**config.mk**
```make
export PLATFORM = sky130hd
export DESIGN_NAME = decimal_text_to_scaled_fixed_flat
export DESIGN_NICKNAME = d
export VERILOG_FILES = /design/src/rtl/dtsf_pkg.sv /design/src/rtl/dtsf_in_if.sv /design/src/rtl/dtsf_out_if.sv /design/src/rtl/dtsf_front.sv /design/src/rtl/dtsf_queue.sv /design/src/rtl/dtsf_back.sv /design/src/rtl/decimal_text_to_scaled_fixed.sv /design/src/flat_wrapper.sv
export VERILOG_INCLUDE_DIRS = /design/src /design/src/rtl
export SDC_FILE = /design/constraint.sdc
export NUM_CORES = 2
export LEC_CHECK = 0
export ABC_CLOCK_PERIOD_IN_PS = 14670
export BUFFER_PORTS_ARGS = -buffer_cell sky130_fd_sc_hd__buf_2
export CAP_MARGIN = 20
export CORE_UTILIZATION = 50
export CTS_BUF_LIST = sky130_fd_sc_hd__clkbuf_2 sky130_fd_sc_hd__clkbuf_4 sky130_fd_sc_hd__clkbuf_8
export CTS_CLUSTER_SIZE = 16
export DETAILED_ROUTE_END_ITERATION = 10
export GPL_TIMING_DRIVEN = 0
export PLACE_DENSITY = 0.62
export REMOVE_ABC_BUFFERS = 1
export SLEW_MARGIN = 20
export SYNTH_ARGS = -nofsm -noshare
export SYNTH_HDL_FRONTEND = slang
export SYNTH_SLANG_ARGS = --single-unit
```
**constraint.sdc**
```tcl
create_clock -name clk -period 14.67 [get_ports clk]
set_clock_uncertainty 0.05 [all_clocks]
set_input_delay 1.467 -clock clk [delete_from_list [all_inputs] [get_ports clk]]
set_output_delay 1.467 -clock clk [all_outputs]
set_load 0.03 [all_outputs]
```
**src/rtl/assert_macros.svh**
```systemverilog
// ----------------------------------------------------------------------------
// Assertion macros
// Shared concurrent assertion wrappers; empty when SYNTHESIS is defined.
// ----------------------------------------------------------------------------
`ifndef ASSERT_MACROS_SVH
`define ASSERT_MACROS_SVH

`ifndef SYNTHESIS
`define ASSERT_ALWAYS(lbl, clk, rstn, expr) \
  lbl: assert property (@(posedge clk) disable iff (!(rstn)) (expr)) \
    else $error("%m: invariant violated");
`define ASSERT_IMPL(lbl, clk, rstn, ante, cons) \
  lbl: assert property (@(posedge clk) disable iff (!(rstn)) (ante) |-> (cons)) \
    else $error("%m: implication violated");
`else
`define ASSERT_ALWAYS(lbl, clk, rstn, expr)
`define ASSERT_IMPL(lbl, clk, rstn, ante, cons)
`endif

`endif

```
**src/rtl/dtsf_pkg.sv**
```systemverilog
// ----------------------------------------------------------------------------
// dtsf_pkg
// Types and constants for the decimal text to scaled fixed-point parser.
// ----------------------------------------------------------------------------
package dtsf_pkg;

  localparam int MAX_DECIMALS = 18;
  localparam int WHOLE_W      = 64;
  localparam int FRAC_W       = 60;   // holds 10^18 - 1
  localparam int CNT_W        = 5;
  localparam int SCALE_W      = 32;
  localparam int DP_W         = 5;
  localparam int CFG_IDX_W    = 2;

  localparam logic [CNT_W-1:0]   FRAC_CNT_SAT = 5'd31;
  localparam logic [SCALE_W-1:0] SCALE_RST    = 32'd10000;
  localparam logic [DP_W-1:0]    DP_RST       = 5'd4;

  // Register indexes
  localparam logic [CFG_IDX_W-1:0] CFG_SCALE     = 2'd0;
  localparam logic [CFG_IDX_W-1:0] CFG_DEC_PLACES = 2'd1;
  localparam logic [CFG_IDX_W-1:0] CFG_ALLOW_NEG = 2'd2;
  localparam logic [CFG_IDX_W-1:0] CFG_PRICE     = 2'd3;

  // Character codes
  localparam logic [7:0] CH_ZERO  = 8'h30;
  localparam logic [7:0] CH_NINE  = 8'h39;
  localparam logic [7:0] CH_MINUS = 8'h2D;
  localparam logic [7:0] CH_PLUS  = 8'h2B;
  localparam logic [7:0] CH_POINT = 8'h2E;

  typedef enum logic [2:0] {
    ST_OK        = 3'd0,
    ST_EMPTY     = 3'd1,
    ST_SIGN      = 3'd2,
    ST_MALFORMED = 3'd3,
    ST_DECIMALS  = 3'd4,
    ST_OVERFLOW  = 3'd5,
    ST_RANGE     = 3'd6
  } dtsf_status_t;

  typedef enum logic [2:0] {
    S_IDLE,
    S_PAD,
    S_MUL_LO,
    S_MUL_HI,
    S_SUM,
    S_ADD,
    S_FIN
  } dtsf_back_state_t;

  typedef struct packed {
    logic [SCALE_W-1:0] scale;
    logic [DP_W-1:0]    frac_places;
    logic               neg_enable;
    logic               price_mode;
  } dtsf_cfg_t;

  // Parse summary of one finished string
  typedef struct packed {
    logic [WHOLE_W-1:0] whole_acc;
    logic               whole_ovf;
    logic [FRAC_W-1:0]  frac_acc;
    logic [CNT_W-1:0]   frac_count;
    logic               seen_int_digit;
    logic               is_negative;
    logic               at_start;
    logic               bad_char;
    logic               complement;
  } dtsf_job_t;

endpackage

```
**src/rtl/dtsf_in_if.sv**
```systemverilog
// ----------------------------------------------------------------------------
// dtsf_in_if
// Character channel: one character beat per handshake.
// ----------------------------------------------------------------------------
interface dtsf_in_if;
  logic       valid;
  logic       ready;
  logic [7:0] char_code;
  logic       char_present;
  logic       last_char;
  logic       complement;

  modport source (output valid, char_code, char_present, last_char, complement,
                  input ready);
  modport sink   (input valid, char_code, char_present, last_char, complement,
                  output ready);
endinterface

```
**src/rtl/dtsf_out_if.sv**
```systemverilog
// ----------------------------------------------------------------------------
// dtsf_out_if
// Result channel: scaled value and status, one beat per string.
// ----------------------------------------------------------------------------
interface dtsf_out_if;
  logic               valid;
  logic               ready;
  logic signed [63:0] result_value;
  logic [2:0]         status;

  modport source (output valid, result_value, status, input ready);
  modport sink   (input valid, result_value, status, output ready);
endinterface

```
**src/rtl/dtsf_front.sv**
```systemverilog
// ----------------------------------------------------------------------------
// dtsf_front
// Character parser: accumulates whole and fraction digits, pushes a summary.
// ----------------------------------------------------------------------------
module dtsf_front
  import dtsf_pkg::*;
(
  input  logic      clk,
  input  logic      rst_n,
  dtsf_in_if.sink   in_chan,
  input  logic      q_full,
  output logic      q_push,
  output dtsf_job_t q_job
);

  logic [WHOLE_W-1:0] whole_r, whole_nxt;
  logic               wovf_r, wovf_nxt;
  logic [FRAC_W-1:0]  frac_r, frac_nxt;
  logic [CNT_W-1:0]   fcnt_r, fcnt_nxt;
  logic               seen_pt_r, seen_pt_nxt;
  logic               seen_int_r, seen_int_nxt;
  logic               neg_r, neg_nxt;
  logic               start_r, start_nxt;
  logic               bad_r, bad_nxt;

  logic               accept;
  logic               digit;
  logic [3:0]         dval;
  logic               cont;
  logic [WHOLE_W+3:0] whole_x10;
  logic [7:0]         c;

  assign in_chan.ready = !q_full;
  assign accept        = in_chan.valid && !q_full;
  assign c             = in_chan.char_code;
  assign digit         = (c >= CH_ZERO) && (c <= CH_NINE);
  assign dval          = digit ? c[3:0] : 4'd0;
  assign whole_x10     = ({4'd0, whole_r} << 3) + ({4'd0, whole_r} << 1)
                         + {{WHOLE_W{1'b0}}, dval};

  always_comb begin
    whole_nxt    = whole_r;
    wovf_nxt     = wovf_r;
    frac_nxt     = frac_r;
    fcnt_nxt     = fcnt_r;
    seen_pt_nxt  = seen_pt_r;
    seen_int_nxt = seen_int_r;
    neg_nxt      = neg_r;
    start_nxt    = start_r;
    bad_nxt      = bad_r;
    cont         = 1'b1;

    if (accept && in_chan.char_present) begin
      // A sign counts only as the first character
      if (start_r) begin
        start_nxt = 1'b0;
        if (c == CH_MINUS || c == CH_PLUS) begin
          neg_nxt = (c == CH_MINUS);
          cont    = 1'b0;
        end
      end
      if (cont) begin
        if (!seen_pt_r) begin
          if (c == CH_POINT) begin
            seen_pt_nxt = 1'b1;
          end else begin
            seen_int_nxt = 1'b1;
            if (!digit) begin
              bad_nxt = 1'b1;
            end else if (!wovf_r) begin
              if (|whole_x10[WHOLE_W+3:WHOLE_W]) begin
                wovf_nxt = 1'b1;
              end else begin
                whole_nxt = whole_x10[WHOLE_W-1:0];
              end
            end
          end
        end else begin
          // Drop digits past the accumulator limit; the count still reports them
          if (digit && (fcnt_r < CNT_W'(MAX_DECIMALS))) begin
            frac_nxt = (frac_r << 3) + (frac_r << 1) + {{(FRAC_W-4){1'b0}}, dval};
          end
          if (!digit) begin
            bad_nxt = 1'b1;
          end
          if (fcnt_r < FRAC_CNT_SAT) begin
            fcnt_nxt = fcnt_r + 1'b1;
          end
        end
      end
    end
  end

  assign q_push               = accept && in_chan.last_char;
  assign q_job.whole_acc      = whole_nxt;
  assign q_job.whole_ovf      = wovf_nxt;
  assign q_job.frac_acc       = frac_nxt;
  assign q_job.frac_count     = fcnt_nxt;
  assign q_job.seen_int_digit = seen_int_nxt;
  assign q_job.is_negative    = neg_nxt;
  assign q_job.at_start       = start_nxt;
  assign q_job.bad_char       = bad_nxt;
  assign q_job.complement     = in_chan.complement;

  always_ff @(posedge clk) begin
    if (!rst_n || q_push) begin
      whole_r    <= '0;
      wovf_r     <= 1'b0;
      frac_r     <= '0;
      fcnt_r     <= '0;
      seen_pt_r  <= 1'b0;
      seen_int_r <= 1'b0;
      neg_r      <= 1'b0;
      start_r    <= 1'b1;
      bad_r      <= 1'b0;
    end else begin
      whole_r    <= whole_nxt;
      wovf_r     <= wovf_nxt;
      frac_r     <= frac_nxt;
      fcnt_r     <= fcnt_nxt;
      seen_pt_r  <= seen_pt_nxt;
      seen_int_r <= seen_int_nxt;
      neg_r      <= neg_nxt;
      start_r    <= start_nxt;
      bad_r      <= bad_nxt;
    end
  end

endmodule

```
**src/rtl/dtsf_queue.sv**
```systemverilog
// ----------------------------------------------------------------------------
// dtsf_queue
// Small FIFO of parse summaries between the parser and the finisher.
// ----------------------------------------------------------------------------
module dtsf_queue
  import dtsf_pkg::*;
#(
  parameter int DEPTH = 2
) (
  input  logic      clk,
  input  logic      rst_n,
  input  logic      push,
  input  dtsf_job_t push_job,
  input  logic      pop,
  output dtsf_job_t pop_job,
  output logic      full,
  output logic      empty
);

  localparam int PTR_W = (DEPTH > 1) ? $clog2(DEPTH) : 1;
  localparam int CNT_W_Q = $clog2(DEPTH + 1);

  dtsf_job_t          mem_r [DEPTH];
  logic [PTR_W-1:0]   wr_ptr_r, wr_ptr_nxt;
  logic [PTR_W-1:0]   rd_ptr_r, rd_ptr_nxt;
  logic [CNT_W_Q-1:0] count_r, count_nxt;
  logic               do_push, do_pop;

  assign full    = (count_r == CNT_W_Q'(DEPTH));
  assign empty   = (count_r == '0);
  assign do_push = push && !full;
  assign do_pop  = pop && !empty;
  assign pop_job = mem_r[rd_ptr_r];

  always_comb begin
    wr_ptr_nxt = wr_ptr_r;
    rd_ptr_nxt = rd_ptr_r;
    count_nxt  = count_r;
    if (do_push) begin
      wr_ptr_nxt = (wr_ptr_r == PTR_W'(DEPTH - 1)) ? '0 : wr_ptr_r + 1'b1;
    end
    if (do_pop) begin
      rd_ptr_nxt = (rd_ptr_r == PTR_W'(DEPTH - 1)) ? '0 : rd_ptr_r + 1'b1;
    end
    if (do_push && !do_pop) begin
      count_nxt = count_r + 1'b1;
    end else if (do_pop && !do_push) begin
      count_nxt = count_r - 1'b1;
    end
  end

  always_ff @(posedge clk) begin
    if (!rst_n) begin
      wr_ptr_r <= '0;
      rd_ptr_r <= '0;
      count_r  <= '0;
    end else begin
      wr_ptr_r <= wr_ptr_nxt;
      rd_ptr_r <= rd_ptr_nxt;
      count_r  <= count_nxt;
    end
  end

  always_ff @(posedge clk) begin
    if (do_push) begin
      mem_r[wr_ptr_r] <= push_job;
    end
  end

endmodule

```
**src/rtl/dtsf_back.sv**
```systemverilog
// ----------------------------------------------------------------------------
// dtsf_back
// Finisher: status checks, fraction padding, whole*scale and result register.
// ----------------------------------------------------------------------------
module dtsf_back
  import dtsf_pkg::*;
(
  input  logic       clk,
  input  logic       rst_n,
  input  dtsf_cfg_t  cfg,
  input  dtsf_job_t  job,
  input  logic       q_empty,
  output logic       q_pop,
  dtsf_out_if.source out_chan
);

  dtsf_back_state_t   state_r, state_nxt;
  logic [WHOLE_W-1:0] whole_r, whole_nxt;
  logic [FRAC_W-1:0]  frac_r, frac_nxt;
  logic [CNT_W-1:0]   pad_r, pad_nxt;
  logic               neg_r, neg_nxt;
  logic               comp_r, comp_nxt;
  dtsf_status_t       stat_r, stat_nxt;
  logic [63:0]        prod_lo_r, prod_lo_nxt;
  logic [63:0]        prod_hi_r, prod_hi_nxt;
  logic [95:0]        sum_r, sum_nxt;
  logic [96:0]        total_r, total_nxt;
  logic               out_valid_r, out_valid_nxt;
  logic signed [63:0] out_value_r;
  dtsf_status_t       out_status_r;

  logic [DP_W-1:0]    dp;
  dtsf_status_t       early;
  logic [CNT_W-1:0]   pad_new;
  logic [31:0]        mul_a;
  logic [63:0]        mul_p;
  logic [63:0]        mag;
  logic [63:0]        scale_x;
  dtsf_status_t       fin_stat;
  logic [63:0]        fin_value;
  logic               out_load;

  assign dp      = (cfg.frac_places > DP_W'(MAX_DECIMALS)) ? DP_W'(MAX_DECIMALS)
                                                           : cfg.frac_places;
  assign pad_new = dp - job.frac_count;

  // Checks in priority order
  always_comb begin
    if (job.at_start || cfg.scale == '0) begin
      early = ST_EMPTY;
    end else if (job.is_negative && !cfg.neg_enable) begin
      early = ST_SIGN;
    end else if (!job.seen_int_digit) begin
      early = ST_MALFORMED;
    end else if (job.frac_count > dp) begin
      early = ST_DECIMALS;
    end else if (job.bad_char) begin
      early = ST_MALFORMED;
    end else if (job.whole_ovf) begin
      early = ST_OVERFLOW;
    end else begin
      early = ST_OK;
    end
  end

  // One 32x32 multiplier, used for both halves of the whole part
  assign mul_a   = (state_r == S_MUL_HI) ? whole_r[63:32] : whole_r[31:0];
  assign mul_p   = mul_a * cfg.scale;
  assign mag     = total_r[63:0];
  assign scale_x = {32'd0, cfg.scale};

  always_comb begin
    if (stat_r != ST_OK) begin
      fin_stat = stat_r;
    end else if (|total_r[96:63]) begin
      fin_stat = ST_OVERFLOW;
    end else if (cfg.price_mode && ((neg_r && mag != '0) || mag > scale_x)) begin
      fin_stat = ST_RANGE;
    end else begin
      fin_stat = ST_OK;
    end
    if (fin_stat != ST_OK) begin
      fin_value = '0;
    end else if (cfg.price_mode && comp_r) begin
      fin_value = scale_x - mag;
    end else if (neg_r) begin
      fin_value = '0 - mag;
    end else begin
      fin_value = mag;
    end
  end

  always_comb begin
    state_nxt   = state_r;
    whole_nxt   = whole_r;
    frac_nxt    = frac_r;
    pad_nxt     = pad_r;
    neg_nxt     = neg_r;
    comp_nxt    = comp_r;
    stat_nxt    = stat_r;
    prod_lo_nxt = prod_lo_r;
    prod_hi_nxt = prod_hi_r;
    sum_nxt     = sum_r;
    total_nxt   = total_r;
    q_pop       = 1'b0;
    out_load    = 1'b0;

    case (state_r)
      S_IDLE: begin
        if (!q_empty) begin
          q_pop     = 1'b1;
          whole_nxt = job.whole_acc;
          frac_nxt  = job.frac_acc;
          pad_nxt   = pad_new;
          neg_nxt   = job.is_negative;
          comp_nxt  = job.complement;
          stat_nxt  = early;
          if (early != ST_OK) begin
            state_nxt = S_FIN;
          end else if (pad_new == '0) begin
            state_nxt = S_MUL_LO;
          end else begin
            state_nxt = S_PAD;
          end
        end
      end
      S_PAD: begin
        // Pad the fraction one decimal place per cycle
        frac_nxt = (frac_r << 3) + (frac_r << 1);
        pad_nxt  = pad_r - 1'b1;
        if (pad_r == CNT_W'(1)) begin
          state_nxt = S_MUL_LO;
        end
      end
      S_MUL_LO: begin
        prod_lo_nxt = mul_p;
        state_nxt   = S_MUL_HI;
      end
      S_MUL_HI: begin
        prod_hi_nxt = mul_p;
        state_nxt   = S_SUM;
      end
      S_SUM: begin
        sum_nxt   = {prod_hi_r, 32'd0} + {32'd0, prod_lo_r};
        state_nxt = S_ADD;
      end
      S_ADD: begin
        total_nxt = {1'b0, sum_r} + {37'd0, frac_r};
        state_nxt = S_FIN;
      end
      S_FIN: begin
        // Hold until the result register frees up
        if (!out_valid_r || out_chan.ready) begin
          out_load  = 1'b1;
          state_nxt = S_IDLE;
        end
      end
      default: begin
        state_nxt = S_IDLE;
      end
    endcase
  end

  assign out_valid_nxt = out_load ? 1'b1 : (out_chan.ready ? 1'b0 : out_valid_r);

  always_ff @(posedge clk) begin
    if (!rst_n) begin
      state_r     <= S_IDLE;
      out_valid_r <= 1'b0;
    end else begin
      state_r     <= state_nxt;
      out_valid_r <= out_valid_nxt;
    end
  end

  always_ff @(posedge clk) begin
    whole_r   <= whole_nxt;
    frac_r    <= frac_nxt;
    pad_r     <= pad_nxt;
    neg_r     <= neg_nxt;
    comp_r    <= comp_nxt;
    stat_r    <= stat_nxt;
    prod_lo_r <= prod_lo_nxt;
    prod_hi_r <= prod_hi_nxt;
    sum_r     <= sum_nxt;
    total_r   <= total_nxt;
    if (out_load) begin
      out_value_r  <= fin_value;
      out_status_r <= fin_stat;
    end
  end

  assign out_chan.valid        = out_valid_r;
  assign out_chan.result_value = out_value_r;
  assign out_chan.status       = out_status_r;

endmodule

```
**src/rtl/decimal_text_to_scaled_fixed.sv**
```systemverilog
// ----------------------------------------------------------------------------
// decimal_text_to_scaled_fixed
// Streaming ASCII decimal parser with scaled fixed-point result and status.
// ----------------------------------------------------------------------------
// Throughput: one character beat per cycle while the summary queue has room.
// Finisher: pads the fraction (0..18 places), then runs both multiply halves,
//   the sum, the add and the result load; a failed status check goes straight
//   to the result load, and the next summary is popped only after that load.
// Reset: synchronous, active low; registers return to scale 10000, 4 places.
// ----------------------------------------------------------------------------
`include "assert_macros.svh"

module decimal_text_to_scaled_fixed
  import dtsf_pkg::*;
#(
  parameter int QUEUE_DEPTH = 2
) (
  input  logic                 clk,
  input  logic                 rst_n,
  input  logic                 cfg_we,
  input  logic [CFG_IDX_W-1:0] cfg_index,
  input  logic [SCALE_W-1:0]   cfg_wdata,
  dtsf_in_if.sink              in_chan,
  dtsf_out_if.source           out_chan
);

  dtsf_cfg_t cfg_r;
  dtsf_job_t push_job, pop_job;
  logic      q_push, q_pop, q_full, q_empty;
  logic      res_err;

  always_ff @(posedge clk) begin
    if (!rst_n) begin
      cfg_r.scale       <= SCALE_RST;
      cfg_r.frac_places <= DP_RST;
      cfg_r.neg_enable  <= 1'b0;
      cfg_r.price_mode  <= 1'b0;
    end else if (cfg_we) begin
      case (cfg_index)
        CFG_SCALE:      cfg_r.scale       <= cfg_wdata;
        CFG_DEC_PLACES: cfg_r.frac_places <= cfg_wdata[DP_W-1:0];
        CFG_ALLOW_NEG:  cfg_r.neg_enable  <= cfg_wdata[0];
        CFG_PRICE:      cfg_r.price_mode  <= cfg_wdata[0];
        default: begin
        end
      endcase
    end
  end

  dtsf_front u_front (
    .clk     (clk),
    .rst_n   (rst_n),
    .in_chan (in_chan),
    .q_full  (q_full),
    .q_push  (q_push),
    .q_job   (push_job)
  );

  dtsf_queue #(
    .DEPTH (QUEUE_DEPTH)
  ) u_queue (
    .clk      (clk),
    .rst_n    (rst_n),
    .push     (q_push),
    .push_job (push_job),
    .pop      (q_pop),
    .pop_job  (pop_job),
    .full     (q_full),
    .empty    (q_empty)
  );

  dtsf_back u_back (
    .clk      (clk),
    .rst_n    (rst_n),
    .cfg      (cfg_r),
    .job      (pop_job),
    .q_empty  (q_empty),
    .q_pop    (q_pop),
    .out_chan (out_chan)
  );

  assign res_err = out_chan.valid && (out_chan.status != ST_OK);

  `ASSERT_ALWAYS(a_queue_flags, clk, rst_n, !(q_full && q_empty))
  `ASSERT_IMPL(a_no_push_when_full, clk, rst_n, q_push, !q_full)
  `ASSERT_IMPL(a_err_value_zero, clk, rst_n, res_err, out_chan.result_value == '0)

endmodule

```
**src/flat_wrapper.sv**
```systemverilog
// flat-port wrapper written by rule: the top's interface ports become plain ports
module decimal_text_to_scaled_fixed_flat import dtsf_pkg::*;
#(
  parameter int QUEUE_DEPTH = 2
)
  (clk, rst_n, cfg_we, cfg_index, cfg_wdata, in_chan_valid, in_chan_char_code, in_chan_char_present, in_chan_last_char, in_chan_complement, in_chan_ready, out_chan_valid, out_chan_result_value, out_chan_status, out_chan_ready);
  dtsf_in_if in_chan_i ();
  dtsf_out_if out_chan_i ();
  input  logic clk;
  input  logic rst_n;
  input  logic cfg_we;
  input  logic [CFG_IDX_W-1:0] cfg_index;
  input  logic [SCALE_W-1:0] cfg_wdata;
  input wire logic [$bits(in_chan_i.valid)-1:0] in_chan_valid;
  input wire logic [$bits(in_chan_i.char_code)-1:0] in_chan_char_code;
  input wire logic [$bits(in_chan_i.char_present)-1:0] in_chan_char_present;
  input wire logic [$bits(in_chan_i.last_char)-1:0] in_chan_last_char;
  input wire logic [$bits(in_chan_i.complement)-1:0] in_chan_complement;
  output wire logic [$bits(in_chan_i.ready)-1:0] in_chan_ready;
  output wire logic [$bits(out_chan_i.valid)-1:0] out_chan_valid;
  output wire logic [$bits(out_chan_i.result_value)-1:0] out_chan_result_value;
  output wire logic [$bits(out_chan_i.status)-1:0] out_chan_status;
  input wire logic [$bits(out_chan_i.ready)-1:0] out_chan_ready;
  assign in_chan_i.valid = in_chan_valid;
  assign in_chan_i.char_code = in_chan_char_code;
  assign in_chan_i.char_present = in_chan_char_present;
  assign in_chan_i.last_char = in_chan_last_char;
  assign in_chan_i.complement = in_chan_complement;
  assign in_chan_ready = in_chan_i.ready;
  assign out_chan_valid = out_chan_i.valid;
  assign out_chan_result_value = out_chan_i.result_value;
  assign out_chan_status = out_chan_i.status;
  assign out_chan_i.ready = out_chan_ready;
  decimal_text_to_scaled_fixed #(.QUEUE_DEPTH(QUEUE_DEPTH)) u_core (.clk(clk), .rst_n(rst_n), .cfg_we(cfg_we), .cfg_index(cfg_index), .cfg_wdata(cfg_wdata), .in_chan(in_chan_i), .out_chan(out_chan_i));
endmodule
```
==> results.yml <==
grt:
  grt_start_max_net_pins: 77
  busiest_layer: "met2"
  grt.met1_usage: 0.380
  first_global_vias: 66000
  global_route_track_usage_on_met3: 0.0480
  grtUsageTotal: 0.278
  grt_antenna_before_repair: 16
  grt_use_met2: 0.444
  grt_pass1_wl_mm: 383
  overflow_after_grt: 0
cells_and_area:
  num-nets-final: 10600
  design_area_um2: 97700
  multi_input_comb_area_um2: 56400
  area_added_between_synthesis_and_finish_pct: 9.60
  fillCellCount: 15600
  layout-drive-gt1-share: 0.0832
  layout.area.seq_um2: 27500
min_path:
  hold_path_depth: 0
  hold_path_class: "reg -> reg"
clocking:
  tritoncts_clock_tree: "done"
  cts_inserted_buffers: 168
  clk_root_buffer_cell: "sky130_fd_sc_hd__clkbuf_8"
  cts_hold_repair.buffers: 0
  clock_latency_at_the_later_pin_of_the_worst_skew_pair_ns: 1.00
  cts_setup_buffers: 0
  clockBufferDepth: 3
  cts_htree_levels: 4
  cts.sinks: 975
  worst_path_clk_slew_ns: 0.07
  cts_resized: 0
critical_path:
  critical_path.max_fanout: 76
  setup_slack_reg_to_reg_ns: 3.17
  r2r.worst_path.cells: 29
  end_kind: "flop"
  arrival_ns: 12.14
  max_stage_delay_ns: 0.69
  startpoint_type: "flop"
  required_ns: 15.31
  crit_path_top_delay_cell: "sky130_fd_sc_hd__a211oi_1"
  path_common_cell: "sky130_fd_sc_hd__fa_1"
  timing.setup.critical_path_class: "reg -> reg"
routing:
  viasPerCell: 5.72
  drtIter0Drc: 5263
  drc: 24
  avgRoutedWirePerCell_um: 21.8
  drt-total-wl_mm: 249
  route.antenna.remaining_nets: 0
  via_count: 65400
  firstDrtPassIters: 11
timing:
  setup_viol: 0
  max_clock_freq_ghz: 0.0870
  relSlewSlack: 0.235
  finalHoldViolCount: 0
  minimum_period_implied_by_the_final_worst_setup_slack_ns: 11.50
  final_max_slew_viol_count: 0
  tightestPinTransition_ns: 1.14
  rsz0062_at_grt: "false"
  final_min_period_over_clock_period: 0.784
placed_design:
  detailed_place.area_um2: 93800
  port-buffer-count: 118
  detailed_place_hpwl_mm: 199
  global_placer_s_final_weighted_congestion: 0.914
run_status:
  failed_checks: "DRC"
  outcome: "finished with violations"
die:
  fp.coreArea_um2: 176000
  floorplan.io_pins: 119
  floorplan.rows: 154
  design.die.area_um2: 180000
  die_height_um: 424
  initial_core_util: 0.505
  die_w_um: 424
logic_synthesis:
  post_synth_num_cell_types: 83
  synth-seq-area-share: 0.308
  synth.ff_latch_count: 975
  synthTopCellsByArea: "sky130_fd_sc_hd__edfxtp_1 27%, sky130_fd_sc_hd__fa_1 20%, sky130_fd_sc_hd__ha_1 9.7%, sky130_fd_sc_hd__and2_1 4.7%, sky130_fd_sc_hd__nand2_1 4.5%"
  synth-async-reset-ratio: 0
  yosysMostFrequentCell: "sky130_fd_sc_hd__nand2_1"
  netlist_instances: 8981
  yosys_warnings: 0
  synth_enable_flop_cells: 792
  synth_area_um2: 89100
  synth_top_area_share: 0.267
  ys_dominant_reg_cell: "sky130_fd_sc_hd__edfxtp_1"
  avgSynthCellArea_um2: 9.92
  synth.top_cells.by_count: "1072 x sky130_fd_sc_hd__nand2_1, 996 x sky130_fd_sc_hd__inv_1, 905 x sky130_fd_sc_hd__fa_1"
  synth_largest_area_cell: "sky130_fd_sc_hd__edfxtp_1"
job:
  drv_cap: 0
==> registers in the layout, summed over array words and instances, names as in the netlist, 2 cells and up, named ones only <==
| name | cells |
|---|---|
| u_core.u_back.pad_r | 5 |
| u_core.u_queue.count_r | 2 |
| u_core.u_back.sum_r | 96 |
| u_core.u_back.total_r | 97 |
| u_core.u_back.whole_r | 64 |
| u_core.cfg_r | 39 |
| u_core.u_back.prod_lo_r | 64 |
| u_core.u_back.stat_r | 3 |
| u_core.u_back.out_chan.status | 3 |
| u_core.u_queue.mem_r | 270 |
| u_core.u_back.out_chan.result_value | 64 |
| u_core.u_back.state_r | 3 |
| u_core.u_back.frac_r | 60 |
| u_core.u_front.whole_r | 64 |
| u_core.u_front.fcnt_r | 5 |
| u_core.u_back.prod_hi_r | 64 |
| u_core.u_front.frac_r | 60 |
==> final timing paths <==
path | end | from
hold reg to reg | u_core.u_back.sum_r[19] | u_core.u_back.prod_lo_r[19]
setup / recovery | u_core.u_back.prod_lo_r[63] | u_core.u_back.state_r[0]
setup reg to reg | u_core.u_back.prod_lo_r[63] | u_core.u_back.state_r[0]
hold / removal | u_core.u_back.sum_r[19] | u_core.u_back.prod_lo_r[19]
==> layout by cell type, fill, tap and decap left out, types with 119 or more instances in the layout <==
cell type and n:
sky130_fd_sc_hd__inv_1 994, sky130_fd_sc_hd__ha_1 694, sky130_fd_sc_hd__nor2_1 289, sky130_fd_sc_hd__a21o_1 248, sky130_fd_sc_hd__clkbuf_8 180, sky130_fd_sc_hd__xnor2_1 277
sky130_fd_sc_hd__dfxtp_1 150, sky130_fd_sc_hd__xor2_1 166, sky130_fd_sc_hd__and2_1 665, sky130_fd_sc_hd__o21ai_0 343, sky130_fd_sc_hd__edfxtp_1 792, sky130_fd_sc_hd__a21oi_1 456
sky130_fd_sc_hd__buf_2 119, sky130_fd_sc_hd__nand3_1 162, sky130_fd_sc_hd__nand2_1 1037, sky130_fd_sc_hd__fa_1 905
==> through the flow <==
step	std cells	worst slack [ns]	hold slack [ns]	util	TNS, ns
floorplan	8536	3.83	0.350	-	0
global placement	11000	-1.69	0.353	0.515	-45.66
detailed placement	11100	3.31	0.355	0.531	0
CTS	11400	3.34	0.320	0.553	0
global route	11400	2.80	0.335	0.553	0
finish	11400	3.17	0.325	0.553	0
==> critical path, delay by kind of cell (launching register included) <==
family,cells,cell delay (ns)
buffers and inverters,5,1.19
adder cells (fa/ha/maj),9,4.25
AO/OA/AOI/OAI,9,3.34
flip-flops,1,0.59
AND/OR/NAND/NOR,6,1.67
==> layout make-up <==
type | instances | area share
multi-input combinational | 6564 | 0.577
sequential | 975 | 0.282
inverter | 997 | 0.0384
timing repair buffer | 250 | 0.0330
tap | 2340 | 0.0300
clock buffer | 233 | 0.0294
clock inverter | 79 | 0.0101
antenna | 3 | 0.0000769
==> kinds of logic (layout without fill, tap and decap cells) <==
logic type / count (synthesis) / after routing / share of synthesized area
other: 0 / 3 / 0
buffers and inverters: 1442 / 1559 / 0.0616
DFF: 975 / 975 / 0.308
adders and majority gates: 1599 / 1599 / 0.301
muxes: 150 / 150 / 0.0181
and+or+nand+nor: 2742 / 2742 / 0.152
AOI/OAI and AO/OA: 1630 / 1630 / 0.116
xor gates and xnor gates: 443 / 443 / 0.0435
==> layer usage <==
layer	wire [µm]	up-vias	share of wire
li1	-	30400	-
met1	108000	32400	0.43
met2	114000	2139	0.46
met3	17400	457	0.070
met4	9330	4	0.037
met5	27	-	0.00011
Power is not shown: default switching activity piles up to over one toggle a cycle in this logic, so the estimate is an artifact.
